`config.mk`:
```
export PLATFORM = sky130hd
export DESIGN_NAME = sensor_pulse_frame_decoder
export DESIGN_NICKNAME = d
export VERILOG_FILES = /design/src/rtl/core/spfd_pkg.sv /design/src/rtl/core/sensor_pulse_frame_decoder.sv
export SDC_FILE = /design/constraint.sdc
export NUM_CORES = 1
export LEC_CHECK = 0
export BUFFER_PORTS_ARGS = -buffer_cell sky130_fd_sc_hd__buf_2
export CAP_MARGIN = 20
export CORE_UTILIZATION = 42
export DETAILED_ROUTE_END_ITERATION = 7
export PLACE_DENSITY = 0.61
export SLEW_MARGIN = 30
export SYNTH_ARGS = -nofsm -noshare
export SYNTH_HDL_FRONTEND = slang
export SYNTH_SLANG_ARGS = --single-unit
```
`constraint.sdc`:
```
create_clock -name clk -period 10 [get_ports clk]
set_clock_uncertainty 0.15 [all_clocks]
set_input_delay 1.5 -clock clk [delete_from_list [all_inputs] [get_ports clk]]
set_output_delay 1.5 -clock clk [all_outputs]
set_load 0.01 [all_outputs]
```
`src/rtl/core/spfd_pkg.sv`:
```
`timescale 1ns / 1ps
// ----------------------------------------------------------------------------
// spfd_pkg
// Shared widths, status codes and helpers for the sensor pulse frame decoder.
// ----------------------------------------------------------------------------
package spfd_pkg;

    localparam int PULSE_TIME_BITS   = 15;
    localparam int THRESHOLD_BITS    = 15;
    localparam int CMP_BITS          = 17;
    localparam int FRAME_BITS        = 40;
    localparam int COUNT_BITS        = 6;
    localparam int STATUS_BITS       = 2;
    localparam int VALUE_BITS        = 12;

    localparam logic [THRESHOLD_BITS-1:0] THRESHOLD_RESET   = THRESHOLD_BITS'(35);
    localparam logic [COUNT_BITS-1:0]     DATA_PULSES       = COUNT_BITS'(40);
    localparam logic [COUNT_BITS-1:0]     FULL_FRAME_PULSES = COUNT_BITS'(41);

    localparam logic [STATUS_BITS-1:0] STATUS_OK      = 2'd0;
    localparam logic [STATUS_BITS-1:0] STATUS_SHORT   = 2'd1;
    localparam logic [STATUS_BITS-1:0] STATUS_BAD_SUM = 2'd2;

    localparam logic [VALUE_BITS-1:0] VALUE_MAX = VALUE_BITS'(2805);

    typedef logic [PULSE_TIME_BITS-1:0] pulse_time_t;
    typedef logic [THRESHOLD_BITS-1:0]  threshold_t;
    typedef logic [STATUS_BITS-1:0]     status_t;
    typedef logic [VALUE_BITS-1:0]      value_t;

    // high byte times ten plus low byte
    function automatic value_t decode_x10(input logic [15:0] word);
        value_t hi;
        value_t lo;
        begin
            hi = VALUE_BITS'(word[15:8]);
            lo = VALUE_BITS'(word[7:0]);
            decode_x10 = (hi << 3) + (hi << 1) + lo;
        end
    endfunction

endpackage

```
`src/rtl/core/sensor_pulse_frame_decoder.sv`:
```
`timescale 1ns / 1ps
// ----------------------------------------------------------------------------
// sensor_pulse_frame_decoder
// Decodes pulse high times of a 40-bit sensor frame into checked readings.
// ----------------------------------------------------------------------------
// One pulse request is taken every clock cycle. A pulse goes into an input
// register, and in the next cycle its bit is compared against the threshold,
// shifted into the frame and counted; a pulse marked frame end then loads the
// result register from the input register, and the result is held there until
// it is accepted. The only stall is a frame end pulse that meets a result still
// waiting in the result register. The threshold is written through the cfg
// channel, which is always ready; the user must write it only while no pulses
// are in flight, as the block itself does not enforce this.
module sensor_pulse_frame_decoder
(
    input  logic                           clk,
    input  logic                           rst_n,
    input  logic                           cfg_valid,
    output logic                           cfg_ready,
    input  spfd_pkg::threshold_t           one_bit_threshold,
    input  logic                           in_valid,
    output logic                           in_ready,
    input  spfd_pkg::pulse_time_t          pulse_high_time,
    input  logic                           frame_end,
    output logic                           out_valid,
    input  logic                           out_ready,
    output spfd_pkg::status_t              status,
    output spfd_pkg::value_t               humidity_x10,
    output spfd_pkg::value_t               temperature_x10
);
    import spfd_pkg::*;

    threshold_t                thr_reg;
    logic                      s1_valid_reg;
    pulse_time_t               s1_time_reg;
    logic                      s1_end_reg;
    logic [FRAME_BITS-1:0]     frame_reg;
    logic [FRAME_BITS-1:0]     frame_next;
    logic [COUNT_BITS-1:0]     count_reg;
    logic [COUNT_BITS-1:0]     count_next;
    logic                      out_valid_reg;
    status_t                   status_reg;
    value_t                    hum_reg;
    value_t                    temp_reg;

    logic                      s1_advance;
    logic                      bit_val;
    logic [FRAME_BITS-1:0]     frame_upd;
    logic [COUNT_BITS-1:0]     count_upd;
    logic [7:0]                sum;
    status_t                   status_next;
    value_t                    hum_next;
    value_t                    temp_next;

    assign cfg_ready  = 1'b1;
    assign s1_advance = s1_valid_reg && (!s1_end_reg || !out_valid_reg || out_ready);
    assign in_ready   = !s1_valid_reg || s1_advance;

    always_comb
    begin
        bit_val = CMP_BITS'(s1_time_reg) >= CMP_BITS'(thr_reg);
        frame_upd = frame_reg;
        if (count_reg < DATA_PULSES)
        begin
            frame_upd = {frame_reg[FRAME_BITS-2:0], bit_val};
        end
        count_upd = count_reg;
        if (count_reg < FULL_FRAME_PULSES)
        begin
            count_upd = count_reg + COUNT_BITS'(1);
        end
        sum = frame_upd[39:32] + frame_upd[31:24] + frame_upd[23:16] + frame_upd[15:8];
        status_next = STATUS_OK;
        hum_next    = '0;
        temp_next   = '0;
        if (count_upd < FULL_FRAME_PULSES)
        begin
            status_next = STATUS_SHORT;
        end
        else if (sum != frame_upd[7:0])
        begin
            status_next = STATUS_BAD_SUM;
        end
        else
        begin
            hum_next  = decode_x10(frame_upd[39:24]);
            temp_next = decode_x10(frame_upd[23:8]);
        end
        frame_next = frame_reg;
        count_next = count_reg;
        if (s1_advance)
        begin
            frame_next = s1_end_reg ? '0 : frame_upd;
            count_next = s1_end_reg ? '0 : count_upd;
        end
    end

    always_ff @(posedge clk or negedge rst_n)
    begin
        if (!rst_n)
        begin
            thr_reg       <= THRESHOLD_RESET;
            s1_valid_reg  <= 1'b0;
            frame_reg     <= '0;
            count_reg     <= '0;
            out_valid_reg <= 1'b0;
        end
        else
        begin
            if (cfg_valid)
            begin
                thr_reg <= one_bit_threshold;
            end
            if (in_ready)
            begin
                s1_valid_reg <= in_valid;
            end
            frame_reg <= frame_next;
            count_reg <= count_next;
            if (s1_advance && s1_end_reg)
            begin
                out_valid_reg <= 1'b1;
            end
            else if (out_ready)
            begin
                out_valid_reg <= 1'b0;
            end
        end
    end

    always_ff @(posedge clk)
    begin
        if (in_valid && in_ready)
        begin
            s1_time_reg <= pulse_high_time;
            s1_end_reg  <= frame_end;
        end
        if (s1_advance && s1_end_reg)
        begin
            status_reg <= status_next;
            hum_reg    <= hum_next;
            temp_reg   <= temp_next;
        end
    end

    assign out_valid       = out_valid_reg;
    assign status          = status_reg;
    assign humidity_x10    = hum_reg;
    assign temperature_x10 = temp_reg;

endmodule

```
* Yosys cells after proc, flatten, opt, wreduce, memory -nomap -nowiden *
Index checks and enable logic that the tools add are counted.

cells by class
  add/sub/neg operators = 8
  $lt $le $gt $ge = 4
  eq/ne operators = 1
  mux-type cells = 7
  reductions and logical operators = 11

operator list
  operator               count
  $mux W40               2
  $add A11 B9 Y12        2
  $add A12 B8 Y12        2
  $add A8 B8 Y8          3
  $lt A6 B6 Y1 const B   3
  $ge A15 B15 Y1         1
  $mux W6                2
  $ne A8 B8 Y1           1
  $add A6 B1 Y6 const B  1
  $logic_and A1 B1 Y1    3
  $logic_not A1 Y1       3
  $logic_or A1 B1 Y1     3
  $mux W1                2
  $mux W2                1
  $reduce_bool A2 Y1     1
  $reduce_or A2 Y1       1

word-level totals
  register bits after elaboration = 105
  input bits = 36
  output and inout bits = 29
  logic and storage cells = 41

* Longest topological paths before layout *
  word-level depth = 7
  gate-level depth with buffers = 21
  depth with buffers taken out = 17

* Least setup slack after synthesis *
OpenSTA, ideal clock, no wires.

  kind = flip-flop to flip-flop
  from = register count_reg[3]
  to = register hum_reg[10] (netlist: humidity_x10[10]), data pin
  library setup time = 136 ps
  arrival = 4452 ps
  data required time = 9714 ps
  setup slack = 5263 ps
  cell stages (with the launch flop) = 18
  buffers on the path = 4
  clock period less this slack = 4737 ps
  cells stage by stage = dfrtp_1 buf_4 o21ai_4 buf_6 clkbuf_1 mux2i_1 fa_1 inv_1 fa_1 ha_1 nor2b_1 o21a_1 or3_1 a21o_1 a211oi_2 nand4_2 buf_6 nor2_2

on the way
  word-level cells in the longest chain between the ends = 7
  elaborated cells between the ends (all ways) = 13
  classes of those cells = 6 x add/sub; 3 x order compare; 1 x eq/ne; 2 x mux; 1 x reduce/logical

RTL lines
  element                     line                               source
  from (decl)                 sensor_pulse_frame_decoder.sv:39   logic [COUNT_BITS-1:0] count_reg;
  from (signal assigned)      sensor_pulse_frame_decoder.sv:119  count_reg <= count_next;
  $lt A6 B6 Y1                sensor_pulse_frame_decoder.sv:63   if (count_reg < DATA_PULSES)
  $mux W40                    sensor_pulse_frame_decoder.sv:63
  $add A8 B8 Y8 (3 in a row)  sensor_pulse_frame_decoder.sv:72   sum = frame_upd[39:32] + frame_upd[31:24] + frame_upd[23:16] + frame_upd[15:8];
  $ne A8 B8 Y1                sensor_pulse_frame_decoder.sv:80   else if (sum != frame_upd[7:0])
  $reduce_or A2 Y1 (no line)  -
  to (signal assigned)        sensor_pulse_frame_decoder.sv:141  hum_reg <= hum_next;
  to (decl)                   sensor_pulse_frame_decoder.sv:43   value_t hum_reg;

Parallel ways exist; a longest one is shown, timed or not.
A chain may end at the register's enable or synchronous reset.

* Worst setup path after layout *
  from = register count_reg[3]
  to = register hum_reg[11] (netlist: humidity_x10[11]), data pin

Same word-level chain as after synthesis.

==> results.py <==
metrics = {
    "status": {
        "status": "finished, final reports clean",
    },
    "pwr": {
        "combPwrFrac_pct": 9.1,
        "switching_share_pct": 24.8,
        "ir_drop_v": 0.0000851,
        "pwr-share-clk_pct": 39.1,
        "report.power.total_mw": 0.926,
        "switchingPower_mw": 0.229,
        "seqPwrFrac_pct": 51.8,
        "p_per_area_nw_per_um2": 126,
        "p_int_mw": 0.697,
        "power.leakage_nw": 3.59,
    },
    "hold_path": {
        "hold_class": "reg2reg",
        "min_from": "frame_reg[34]",
        "hold_path_end": "frame_reg[34]",
        "min_path_cells": 2,
    },
    "clocking": {
        "cts_buffers": 9,
        "clockRootBuffer": "clkbuf_16",
        "ctsLongestPathBuffers": 2,
        "clock_sinks": 105,
        "clk-insertion-delay-late_ns": 0.36,
        "tritoncts": "yes",
        "clk_pin_slew_ns": 0.07,
        "cts_resized": 0,
        "cts.hold.buffers_added": 0,
        "postCtsSetupRepairBufs": 0,
        "h-tree-depth": 3,
    },
    "setup_path": {
        "crit_fanout": 30,
        "critical_path_class": "reg2reg",
        "reg2reg_slack_ns": 4.59,
        "worst_r2r_path_depth": 18,
        "cp-start-kind": "flop",
        "cp.required_ns": 10.04,
        "worstReg2RegStart": "count_reg[3]",
        "endpoint_kind": "flop",
        "worst_ep_arrival_time_ns": 5.44,
        "rr_endpoint": "humidity_x10[11]",
    },
    "placement": {
        "pre_cts_slack_ns": 4.22,
        "place_congestion": 0.858,
        "io_buffer_count": 63,
        "place_area_um2": 7020,
        "dp_hpwl_um": 9560,
        "dp_cells": 859,
    },
    "logic_synthesis": {
        "syn_nets": 731,
        "synth_mux_area_share_pct": 5.54,
        "synth_top_area_cell": "dfrtp_1",
        "avgSynthCellArea_um2": 10.5,
        "synthXorXnorAreaFrac_pct": 5.73,
        "syn_inst": 623,
        "synth_async_sr_flop_share_pct": 60.0,
        "synth_top_family_by_area": "adder cells",
        "seq_area_frac_synth_pct": 43.5,
        "synthAdderAreaFrac_pct": 16.2,
        "ys.flop_type": "dfrtp_1",
        "synth_area_leaders": "dfrtp_1 (23%), edfxtp_1 (19%), ha_1 (9.8%)",
        "synthSimpleGateAreaFrac_pct": 9.86,
        "synth-edff-count": 42,
        "synth_warnings": 0,
        "synth_cell_types": 51,
        "yosysTopAreaCellShare_pct": 23.0,
        "netlist_area_um2": 6530,
        "ys_ff_latch": 105,
        "synth_compound_area_share_pct": 13.0,
    },
    "grt": {
        "grt_pass1_vias": 4599,
        "grt_max_degree": 64,
        "overflow": 0,
        "antenna_found_initial": 0,
        "groute.usage.overall_pct": 18.1,
        "grt_pass1_wl_um": 22500,
    },
    "detailed_routing": {
        "drtPass1Iterations": 5,
        "initialDrtViolationCount": 184,
        "routed_wl_um": 13000,
        "drt.antenna.violating_nets": 0,
        "drc": 0,
        "vias": 4585,
        "vias_per_cell": 5.24,
        "routedWlPerCell_um": 14.9,
    },
    "layout": {
        "drive_gt1_share_pct": 16.4,
        "design_area_um2": 7330,
        "largest_reg_flops": 40,
        "final_core_util_pct": 48.2,
        "num-nets-final": 790,
        "syn_to_final_growth_pct": 12.2,
        "layout.cells.non_filler": 875,
        "diodes": 0,
        "fillers": 1411,
    },
    "sta": {
        "drv_slew": 0,
        "max_freq_ghz": 0.185,
        "setup_ws_ns": 4.59,
        "relSlewSlack_pct": 42.9,
        "finalSetupViolations": 0,
        "fin_crit_sh_pct": 54.1,
        "min_period_ns": 5.41,
        "holdWs_ns": 0.355,
        "final.setup.tns_ns": 0,
        "finalHoldViolations": 0,
        "worst_pin_slew_ns": 0.856,
        "rsz0062_at_grt": "false",
    },
    "die": {
        "core_um2": 15200,
        "num_io_pins": 65,
        "rows": 45,
        "die_x_um": 127,
        "initial_core_util_pct": 43.0,
        "die_h_um": 127,
        "die_area_um2": 16100,
    },
    "run": {
        "maxCapViolCount": 0,
    },
}
-- power by group through the flow --
stage	registers, mW	clock network (mW)	logic (mW)
finish	0.480	0.362	0.0843
global route	0.482	0.392	0.0974
CTS	0.480	0.371	0.0853
detailed placement	0.488	0	0.0847
global placement	0.488	0	0.0823
floorplan	0.488	0	0.0521
-- cells in the mapped netlist (3+ instances only) --
master	n
a21o_1	4
a21oi_1	24
a22oi_1	5
a311oi_1	3
a31oi_1	4
and2_1	4
buf_6	3
clkbuf_1	13
dfrtp_1	60
dfstp_2	3
edfxtp_1	42
fa_1	21
ha_1	51
inv_1	78
mux2i_1	35
nand2_1	63
nand2b_1	5
nand3_1	3
nand4_1	4
nor2_1	20
nor2_2	21
nor2b_1	4
o211ai_1	3
o21a_1	6
o21ai_0	63
o21bai_1	8
xnor2_1	21
xnor3_1	3
xor2_1	14
-- cells by family after synthesis --
logic type / Yosys count
AOI/OAI and AO/OA: 138
and+or+nand+nor: 135
DFF: 105
buffers and inverters: 98
adders and majority gates: 72
xor gates and xnor gates: 38
muxes: 36
other: 1
-- placed cells by master (no fill, tap or decap), types with 14 or more instances in the layout --
cell	instances
inv_1	78
o21ai_0	63
buf_2	63
nand2_1	62
dfrtp_1	60
ha_1	51
edfxtp_1	42
mux2i_1	35
a21oi_1	24
nor2_2	22
xnor2_1	21
fa_1	21
nor2_1	19
xor2_1	14
-- final cells by class --
cell class,instances,area [um2],share of cell area [%]
repair buffers,68,353,4.81
well taps,188,235,3.21
flip-flops and latches,105,2840,38.8
multi-input cells,420,3300,45.1
clock inverters,7,76.3,1.04
inverters,78,293,4.00
clock buffers,9,225,3.07
-- how the worst max path moves through the flow --
stage	startpoint	to	slack [ns]
after detailed placement	count_reg[3]	humidity_x10[11]	4.22
final	count_reg[3]	humidity_x10[11]	4.59
after global routing	count_reg[3]	temperature_x10[11]	4.27
after floorplan	count_reg[3]	humidity_x10[10]	5.26
after CTS	count_reg[3]	humidity_x10[11]	4.19
after global placement	count_reg[4]	temperature_x10[11]	4.42
-- worst max-delay path: stages, from the launching register on --
cell and delay [ns]:
dfrtp_1 0.49, o21ai_4 0.15, buf_4 0.43, mux2i_1 0.55, xor2_1 0.13, ha_1 0.30
inv_1 0.05, fa_1 0.49, inv_1 0.05, ha_1 0.20, inv_1 0.07, fa_1 0.19
nor2b_1 0.06, o21a_1 0.19, or3_1 0.38, a21o_1 0.22, a211oi_2 0.29, nand4_4 0.48
nor3_1 0.35
-- routing by layer --
layer	vias to the layer above	part of all wire (%)	GRT usage (%)
met5	-	0	0
met4	0	2.0	7.21
met3	18	3.7	3.54
met2	97	48	29.5
met1	2217	47	23.8
li1	2253	-	-
No activity file was read; power rests on OpenSTA's default activity.
